--- src/sv/smdf_pkg.sv ---
// ----------------------------------------------------------------------------
// smdf_pkg
// Shared types, register codes and arithmetic constants of the sparse
// multi-tap delay filter.
// ----------------------------------------------------------------------------
package smdf_pkg;

  localparam int TAP_COUNT   = 16;
  localparam int TAP_BITS    = $clog2(TAP_COUNT);
  localparam int SAMPLE_BITS = 16;
  localparam int DELAY_DEPTH = 65536;
  localparam int ADDR_BITS   = $clog2(DELAY_DEPTH);
  localparam int SPACE_BITS  = 12;
  localparam int COEF_BITS   = 8;
  localparam int WEIGHT_BITS = 9;
  localparam int H_BITS      = 16;
  localparam int PROD_BITS   = H_BITS + SAMPLE_BITS;
  localparam int ACC_BITS    = PROD_BITS + TAP_BITS;
  localparam int CFG_IDX_BITS = 3;
  localparam int CFG_DATA_BITS = 64;

  localparam logic [WEIGHT_BITS-1:0] WEIGHT_FULL = WEIGHT_BITS'(256);

  // register indexes
  localparam logic [CFG_IDX_BITS-1:0] REG_COEF_LOW  = 3'd0;
  localparam logic [CFG_IDX_BITS-1:0] REG_COEF_HIGH = 3'd1;
  localparam logic [CFG_IDX_BITS-1:0] REG_SPACING   = 3'd2;
  localparam logic [CFG_IDX_BITS-1:0] REG_TOPOLOGY  = 3'd3;
  localparam logic [CFG_IDX_BITS-1:0] REG_MORPH     = 3'd4;

  // scaling by 1/25600 = (1/1024) * (1/25), rounded half away from zero
  localparam int MAG_BITS    = ACC_BITS;
  localparam logic [MAG_BITS-1:0] ROUND_BIAS   = MAG_BITS'(12800);
  localparam logic [MAG_BITS-1:0] CLIP_POS_LIM = MAG_BITS'(32768 * 25600);
  localparam logic [MAG_BITS-1:0] CLIP_NEG_LIM = MAG_BITS'(32769 * 25600);
  localparam int QIN_BITS    = 20;
  localparam int QIN_LSB     = 10;
  localparam int RECIP_BITS  = 21;
  localparam logic [RECIP_BITS-1:0] RECIP_K = RECIP_BITS'(1342178);
  localparam int RECIP_SHIFT = 25;
  localparam int QPROD_BITS  = QIN_BITS + RECIP_BITS;

  localparam logic signed [SAMPLE_BITS-1:0] SAMPLE_MAX = {1'b0, {(SAMPLE_BITS-1){1'b1}}};
  localparam logic signed [SAMPLE_BITS-1:0] SAMPLE_MIN = {1'b1, {(SAMPLE_BITS-1){1'b0}}};

  typedef struct packed {
    logic signed [SAMPLE_BITS-1:0] sample_in;
    logic [WEIGHT_BITS-1:0]        morph_weight;
  } in_t;

  typedef struct packed {
    logic signed [SAMPLE_BITS-1:0] sample_out;
    logic                          clipped;
  } out_t;

  function automatic logic signed [COEF_BITS-1:0] coef_of(
    input logic [CFG_DATA_BITS-1:0] lo,
    input logic [CFG_DATA_BITS-1:0] hi,
    input logic [TAP_BITS-1:0]      idx
  );
    logic [CFG_DATA_BITS-1:0] word;
    word = idx[TAP_BITS-1] ? hi : lo;
    return word[{idx[TAP_BITS-2:0], 3'b000} +: COEF_BITS];
  endfunction

endpackage

--- src/sv/smdf_scale.sv ---
// ----------------------------------------------------------------------------
// smdf_scale
// Three-stage divide by 25600 with rounding and saturation of the
// accumulated sum of products.
// ----------------------------------------------------------------------------
module smdf_scale (
  input  logic                              clk,
  input  logic                              rst,
  input  logic                              go,
  input  logic signed [smdf_pkg::ACC_BITS-1:0] acc,
  output logic                              done,
  output smdf_pkg::out_t                    result
);
  import smdf_pkg::*;

  logic                    v1, v2;
  logic                    neg1, clip1, neg2, clip2;
  logic [QIN_BITS-1:0]     m1;
  logic [QPROD_BITS-1:0]   prod2;

  logic                    neg;
  logic [MAG_BITS-1:0]     mag;
  logic [MAG_BITS-1:0]     num;
  logic                    clip;
  logic [SAMPLE_BITS-1:0]  quo;

  always_comb begin
    neg  = acc[ACC_BITS-1];
    mag  = neg ? MAG_BITS'(-acc) : MAG_BITS'(acc);
    num  = mag + ROUND_BIAS;
    clip = neg ? (num >= CLIP_NEG_LIM) : (num >= CLIP_POS_LIM);
    quo  = prod2[RECIP_SHIFT +: SAMPLE_BITS];
  end

  always_ff @(posedge clk) begin
    if (rst) begin
      v1   <= 1'b0;
      v2   <= 1'b0;
      done <= 1'b0;
    end else begin
      v1   <= go;
      v2   <= v1;
      done <= v2;
    end
  end

  always_ff @(posedge clk) begin
    neg1  <= neg;
    clip1 <= clip;
    m1    <= num[QIN_LSB +: QIN_BITS];
    neg2  <= neg1;
    clip2 <= clip1;
    prod2 <= QPROD_BITS'(m1) * QPROD_BITS'(RECIP_K);
    if (v2) begin
      result.clipped <= clip2;
      if (clip2) begin
        result.sample_out <= neg2 ? SAMPLE_MIN : SAMPLE_MAX;
      end else begin
        result.sample_out <= neg2 ? -$signed(quo) : $signed(quo);
      end
    end
  end

endmodule

--- config.mk ---
export PLATFORM = sky130hd
export DESIGN_NAME = smdf_scale
export DESIGN_NICKNAME = d
export VERILOG_FILES = /design/src/sv/smdf_pkg.sv /design/src/sv/smdf_scale.sv
export SDC_FILE = /design/constraint.sdc
export NUM_CORES = 1
export LEC_CHECK = 0
export ABC_CLOCK_PERIOD_IN_PS = 8300
export BUFFER_PORTS_ARGS = -buffer_cell sky130_fd_sc_hd__buf_2
export CORE_MARGIN = 2
export CORE_UTILIZATION = 59
export CTS_BUF_LIST = sky130_fd_sc_hd__clkbuf_16
export DETAILED_ROUTE_END_ITERATION = 16
export GPL_TIMING_DRIVEN = 0
export PLACE_DENSITY = 0.77
export SKIP_LAST_GASP = 1
export SYNTH_ARGS = -nofsm -noshare
export SYNTH_HDL_FRONTEND = slang
export SYNTH_SLANG_ARGS = --single-unit
export TNS_END_PERCENT = 10
--- constraint.sdc ---
create_clock -name clk -period 8.3 [get_ports clk]
set_input_delay 0.415 -clock clk [delete_from_list [all_inputs] [get_ports clk]]
set_output_delay 0.415 -clock clk [all_outputs]
set_load 0.02 [all_outputs]
# Word level (Yosys, flattened, before mapping)
# Index checks and enable logic that the tools add are counted.
# word_totals
wordCells	22
ram_bits	0
rom_bits	0
reg_bits	84
in_bits	39
memories	0
latchBits	0
out_inout_bits	18
# op_classes
addsub	3
reduce_logical	0
n_eq_ne	0
shift	0
multipliers	1
bitwise	0
n_mux	5
n_div	0
n_lt_le_gt_ge	2
# ops
cell	count
$ge 36x30->1 const B	2
$mux 16	3
$mul 20x20->40 const B	1
$add 36x14->36 const B	1
$mux 36	1
$neg 36->36	1
$neg 16->16	1
$mux 1	1

# Depth between registers and ports, before layout
# Gate-level depths: netlist (run 1).
# depth
depth_word	5
ltp_mapped	24
depth_no_buf	24

# Worst setup path before layout (run 1)
# Ideal clock, no wire load.
# synth_timing
path_type	reg-to-reg
startpoint	register m1[4]
endpoint	register prod2[39]
synth_period_minus_slack_ps	6114
path_buffers	0
stages_incl_launch_ff	25
required_ps	8238
setup_ps	62
arrival_time_ps	6052
slack_ps	2186
cell_sequence	dfxtp_1 > inv_1 > fa_1 > inv_1 > ha_1 > inv_1 > fa_1 > fa_1 > inv_1 > fa_1 > fa_1 > inv_1 > fa_1 > inv_1 > ha_1 > a21oi_1 > o221ai_1 > a21oi_1 > o21ai_0 > a21oi_1 > o22ai_1 > o221ai_1 > o21ai_0 > or4b_1 > nand3_1
# synth_between
elab_chain_len	1
# synth_lines
element	line_no	text
from (decl)	smdf_scale.sv:18	logic [QIN_BITS-1:0] m1;
from (signal assigned)	smdf_scale.sv:50	m1 <= num[QIN_LSB +: QIN_BITS];
$mul 20x20->40	smdf_scale.sv:53	prod2 <= QPROD_BITS'(m1) * QPROD_BITS'(RECIP_K);
to (signal assigned)	smdf_scale.sv:53	
to (decl)	smdf_scale.sv:19	logic [QPROD_BITS-1:0] prod2;
# Every way passes these cells.
# A chain may end at the register's enable or synchronous reset.

# Worst setup path in the final report (run 1)
# Ends and elaborated chain as after synthesis.

==> reports/summary.txt, run 1 <==
CTS max path bufs -> 2
Net count, final -> 1630
core footprint -> 18600 µm²
Slew headroom -> 53.2%
YS warnings -> 0
max cap viols -> 0
busiest grt layer -> met2
cell taking the most area after synthesis -> fa_1
Critical Path Fanout Max -> 8
WP data arrival -> 7210 ps
Worst-Skew Late Latency -> 350 ps
CTS clk-pin slew, worst paths -> 50 ps
r2r setup slk -> 1370 ps
Area contributors post-synth -> fa_1 26%, ha_1 25%, inv_1 9.9%, dfxtp_1 7.7%, edfxtp_1 4.6%
Hold Startpoint -> acc[35]
Root Driver -> clkbuf_16
Reg2Reg Launch Point -> m1[4]
Hold Fails Final Rpt -> 0
flops & latches, synth -> 60
Chip Width -> 142 µm
Mapped Cells -> 1167
Synth Area in Compound Gates -> 10.3%
ys flop type -> dfxtp_1
largest family of logic cells by synthesized area -> adder cells
CP endpoint kind -> register
Final Worst Setup Slack -> 1370 ps
Congestion Overflow GR -> 0
largest net degree at the start of global routing -> 19
Antenna Nets Post-Route -> 0
Setup Skew -> 9.96 ps
clock sink total -> 60
Worst Setup Start Kind -> register
fin crit period -> 6930 ps
H-tree Lvls -> 3
hpwl dp -> 19000 µm
synthesis-to-finish area growth -> 7.51%
starting density of the core -> 60.0%
slowest stage delay, CP -> 580 ps
Synth Cell Area -> 11200 µm²
Post-route DRC -> 0
most common cell in the netlist -> inv_1
setup TNS -> 0 ps
number of global-route vias before repair -> 8193
CTS Buf Count -> 9
Resize count post-CTS -> 0
mean post-synth cell area -> 9.59 µm²
outcome -> complete, no violations
Synth Net Count -> 1573
XOR/XNOR Fraction of Synth Area -> 4.00%
drt pass-1 iters -> 5
worst path cell trace -> inv_1, fa_1, inv_1, ha_1, inv_1, fa_1, fa_1, inv_1, fa_1, fa_1, inv_1, fa_1, inv_1, ha_1, a21oi_1, o221ai_1, a21oi_1, o21ai_0, a21oi_1, o22ai_1, o221ai_1, o21ai_0, or4b_1, nand3_1
grt met3 use -> 4.05%
met2 usage -> 41.4%
Antenna Cells -> 0
num rows -> 50
commonest cells in the netlist -> 294 x inv_1, 223 x ha_1, 144 x fa_1
Port Buffers -> 46
Slew @ Worst Pin -> 702 ps
Via Count -> 7975
fmax -> 144 MHz
FF-to-FF path depth -> 24
top cell type's share of synthesized area -> 25.8%
Reg-to-Reg End -> prod2[39]
layout cells sized above 1 -> 8.14%
gpl congestion -> 0.919
Iter 0 DRT Violations -> 291
CTS Hold Bufs -> 0
HP Class -> input pin to register
GRT Total Usage -> 23.8%
Setup Crit Path Kind -> register to register
asr flop ratio synth -> 0%
Die Y -> 142 µm
first-pass GRT wire length -> 37800 µm
unrepaired setup endpoints after global routing -> false
Worst path slowest cell -> dfxtp_1
simple-gate share of the synthesized area -> 10.9%
Die ar. -> 20100 µm²
initial antenna violation count -> 0
Seq/Total Area, Yosys -> 12.3%
Post-CTS Setup Repair Bufs -> 0
required time worst endpoint -> 8580 ps
Hold Path Depth -> 1
final worst-path cycle share -> 83.5%
Adder-Cell Fraction of Synth Area -> 50.7%
number of enable flip-flop cells after synthesis -> 17
pre-CTS setup slack -> 1410 ps
multiplexer share of the synthesized area -> 0.771%
Via density -> 5.45
final wirelength -> 22200 µm
Pins Over Slew Limit -> 0
grt met1 use -> 30.5%
Synth cell types -> 86
drt wl/cell -> 15.2 µm
CTS tree -> yes
# IOs -> 57
hold-critical path endpoint -> neg1
# setup viols final -> 0
Fillers -> 1517
==> worst max-delay path, delay by kind of cell, from the launching register on <==
kind | cells | cell delay, ps
DFF | 1 | 580
adders and majority gates | 8 | 3500
and+or+nand+nor | 2 | 590
AOI/OAI and AO/OA | 8 | 1700
buffers and inverters | 6 | 490
==> sequential cells by signal, summed over array words and instances (netlist names) <==
register	flops
prod2	16
v2	1
done	1
m1	20
clip1	1
clip2	1
result	17
neg2	1
neg1	1
v1	1
==> routing by layer <==
layer	routed length, µm	vias to the layer above	share of wire (%)
met2	10800	166	49
met1	10000	3816	45
met5	0	-	0
met4	505	0	2.3
li1	-	3962	-
met3	875	31	3.9
==> metrics by stage <==
step	hold WS, ps	instance area, µm²	instances	util (%)
after detailed placement	312	11700	1447	62.8
after global routing	206	12000	1463	64.5
after CTS	205	12000	1463	64.5
after global placement	312	11700	1447	62.8
after floorplan	310	11200	1167	-
final	216	12000	1463	64.5
==> cell type report <==
cell class,instances,area (µm²),area share (%)
multi-input combinational,785,8580,71.3
tap,234,293,2.43
inverter,294,1100,9.17
clock inverter,7,92.6,0.769
sequential,60,1370,11.4
clock buffer,9,225,1.87
buffer,28,136,1.13
timing repair buffer,46,230,1.91
==> how the worst max path moves through the flow <==
stage / from / slack (ps) / to / depth (start not counted)
CTS: m1[4] / 1310 / prod2[39] / 24
floorplan: m1[4] / 2190 / prod2[39] / 24
detailed placement: m1[4] / 1410 / prod2[39] / 24
global placement: m1[4] / 1430 / prod2[39] / 24
global route: m1[7] / 1100 / prod2[39] / 24
finish: m1[4] / 1370 / prod2[39] / 24
==> cells in the final DEF (no fill, tap or decap), types with 8 or more instances in the layout <==
cell type / count
dfxtp_1: 43
o21ai_0: 21
nor2_1: 47
o22ai_1: 15
nor2b_1: 10
nand2_1: 24
a21oi_1: 36
clkbuf_16: 9
nand2b_1: 11
a21o_1: 10
edfxtp_1: 17
nor3b_1: 12
buf_2: 47
xnor2_1: 30
nor3_1: 15
inv_1: 295
nand3_1: 13
nand4_1: 10
and2_1: 8
clkbuf_1: 19
fa_1: 144
xor2_1: 18
ha_1: 223
==> cells by family after synthesis <==
family / count (synthesis)
xor+xnor: 49
compound gates: 161
mux: 8
fa+ha+maj: 367
buf+inv: 322
flops: 60
simple gates: 200
Power of run 1 is not shown: default switching activity piles up to over one toggle a cycle in this logic, so the estimate is an artifact.
==> inputs of run 2 (changes only) <==
--- a/config.mk
+++ b/config.mk
@@ -5,14 +5,14 @@
 export SDC_FILE = /design/constraint.sdc
 export NUM_CORES = 1
 export LEC_CHECK = 0
-export ABC_CLOCK_PERIOD_IN_PS = 8300
+export ABC_CLOCK_PERIOD_IN_PS = 6000
 export BUFFER_PORTS_ARGS = -buffer_cell sky130_fd_sc_hd__buf_2
 export CORE_MARGIN = 2
-export CORE_UTILIZATION = 59
+export CORE_UTILIZATION = 58
 export CTS_BUF_LIST = sky130_fd_sc_hd__clkbuf_16
 export DETAILED_ROUTE_END_ITERATION = 16
 export GPL_TIMING_DRIVEN = 0
-export PLACE_DENSITY = 0.77
+export PLACE_DENSITY = 0.79
 export SKIP_LAST_GASP = 1
 export SYNTH_ARGS = -nofsm -noshare
 export SYNTH_HDL_FRONTEND = slang
==> constraint.sdc (replaced) <==
create_clock -name clk -period 6 [get_ports clk]
set_input_delay 0.3 -clock clk [delete_from_list [all_inputs] [get_ports clk]]
set_output_delay 0.3 -clock clk [all_outputs]
set_load 0.02 [all_outputs]
==> run 2 against run 1 <==
  * The flow now finishes with violations (negative setup slack)
  * Non-clock buffer count grew 33
  * Final cell count increased by 4.0%
  * Wire length increased by 11%
  * Global-route usage rose by 1.3 points
  * Clock-buffer cell count is the same
  * Maximum frequency rose by 14%
  * Register-to-register slack lost 1500 ps
  * Setup slack worse by 1500 ps
  * Hold slack lost 130 ps
==> reports/summary.txt, run 2 (synthesized netlist as in run 1, its figures left out) <==
Critical Path Fanout Max -> 5 (-3)
drt wl/cell -> 16.2 µm (+6.6%)
leading cell type in the layout, fill and taps excluded -> inv_1
post-route design area -> 12600 µm² (+4.5%)
first-pass GRT wire length -> 40100 µm (+6.1%)
CTS max path bufs -> 2 (unchanged)
Root Driver -> clkbuf_16
core footprint -> 18800 µm² (+1.0%)
setup TNS -> -140 ps (-140 ps)
hpwl dp -> 18900 µm (-0.64%)
layout cells sized above 1 -> 15.2% (+7.1 points)
Iter 0 DRT Violations -> 352 (+21%)
Setup Crit Path Kind -> register to register
Fillers -> 1372 (-9.6%)
CTS Hold Bufs -> 0 (unchanged)
Setup Skew -> 10.7 ps (+0.775 ps)
Via Count -> 8325 (+4.4%)
GRT Total Usage -> 25.2% (+1.3 points)
Post-route DRC -> 0 (unchanged)
Congestion Overflow GR -> 0 (unchanged)
H-tree Lvls -> 3 (unchanged)
Pins Over Slew Limit -> 0 (unchanged)
Net count, final -> 1663 (+2.0%)
final wirelength -> 24600 µm (+11%)
top flop regs -> m1: 20 flops, result: 17 flops, prod2: 16 flops
starting density of the core -> 59.4% (-0.60 points)
Die Y -> 143 µm (+0.83%)
Final Worst Setup Slack -> -90.7 ps (-1460 ps)
failing checks -> negative setup slack
most frequent cells in the layout -> 285 x inv_1, 210 x ha_1, 135 x fa_1
Slew headroom -> 54.3% (+1.1 points)
CTS clk-pin slew, worst paths -> 50 ps (about the same)
# IOs -> 57 (unchanged)
Largest register FFs -> 20 (unchanged)
CTS Buf Count -> 9 (unchanged)
Chip Width -> 143 µm (+0.83%)
Antenna Cells -> 0 (unchanged)
drt pass-1 iters -> 5 (unchanged)
largest net degree at the start of global routing -> 19 (unchanged)
final worst-path cycle share -> 102% (+18 points)
unrepaired setup endpoints after global routing -> true
Worst Setup Start Kind -> register
Slew @ Worst Pin -> 685 ps (-16.8 ps)
Via density -> 5.47 (+0.34%)
WP data arrival -> 6370 ps (-840 ps)
# setup viols final -> 3 (+3)
number of global-route vias before repair -> 8546 (+4.3%)
register name with the most flops -> m1
Antenna Nets Post-Route -> 0 (unchanged)
fin crit period -> 6090 ps (-839 ps)
max cap viols -> 0 (unchanged)
HP Class -> input pin to register
CTS tree -> yes
synthesis-to-finish area growth -> 12.3%
Post-Route Utilization -> 66.8% (+2.2 points)
clock sink total -> 60 (unchanged)
Die ar. -> 20400 µm² (+1.7%)
Port Buffers -> 46 (unchanged)
required time worst endpoint -> 6280 ps (-2300 ps)
Worst-Skew Late Latency -> 340 ps (about the same)
CP endpoint kind -> register
Hold Fails Final Rpt -> 0 (unchanged)
initial antenna violation count -> 0 (unchanged)
outcome -> finished with violations
num rows -> 50 (unchanged)
fmax -> 164 MHz (+14%)
gpl congestion -> 0.892 (-2.9%)
Placed Area -> 11800 µm² (+0.33%)
==> run 2: cell count changes in the layout (fill, tap and decap cells not counted), sizes merged <==
| cell | change |
|---|---|
| buf | +33 |
| bufinv | -2 |
| clkinv | +2 |
==> run 2: path summary, 6_finish.rpt <==
path / startpoint / to / slack [ps] / depth (start not counted)
setup reg to reg: m1[5] / prod2[39] / -90 / 23
hold / removal: acc[35] / neg1 / 90 / 1
hold reg to reg: clip1 / clip2 / 330 / 0
setup / recovery: m1[5] / prod2[39] / -90 / 23
==> run 2: stage by stage <==
| stage | instances | worst slack [ps] | hold slack (ps) |
|---|---|---|---|
| after floorplan | 1167 | 9.61 | 310 |
| after global routing | 1522 | -307 | 83.4 |
| final | 1522 | -90.7 | 86.0 |
| after detailed placement | 1473 | -770 | 321 |
| after CTS | 1511 | 4.26 | 77.6 |
| after global placement | 1473 | -725 | 316 |
==> run 2: cell type report <==
| type | instances | area [µm²] | share of cell area (%) |
|---|---|---|---|
| clock buffer | 9 | 225 | 1.79 |
| inverter | 294 | 1100 | 8.78 |
| timing repair buffer | 79 | 498 | 3.96 |
| tap | 260 | 325 | 2.59 |
| clock inverter | 7 | 45.0 | 0.358 |
| buffer | 28 | 136 | 1.08 |
| multi-input combinational | 785 | 8800 | 70.0 |
| sequential | 60 | 1440 | 11.4 |
==> run 2: repair_timing <==
action / CTS / global route
pin swaps: 14 / 40
setup buffers: 22 / 11
gates resized for setup: 52 / 28
endpoints found under the setup margin: 14 / 9
==> run 2: worst max-delay path, cell delays in order, from the launching register on <==
cell and delay (ps):
dfxtp_4 380, buf_12 140, ha_4 250, inv_2 30
fa_1 530, inv_1 40, ha_2 170, fa_1 500
inv_1 50, fa_1 520, inv_2 50, fa_1 470
fa_1 600, ha_4 230, a21o_1 240, a21oi_2 150
nor2b_1 50, a311o_1 290, a21oi_2 240, o22ai_2 120
o221ai_2 220, o21ai_2 130, or4b_1 530, nand3_1 90
==> run 2: layer usage <==
layer / wire (µm) / vias up / GRT usage [%]
met4: 824 / 0 / 9.48
met5: 0 / - / 0
met3: 1330 / 70 / 4.29
li1: - / 4025 / -
met1: 10300 / 3985 / 31.0
met2: 12200 / 245 / 44.1
Power of run 2 is left out for the same reason.
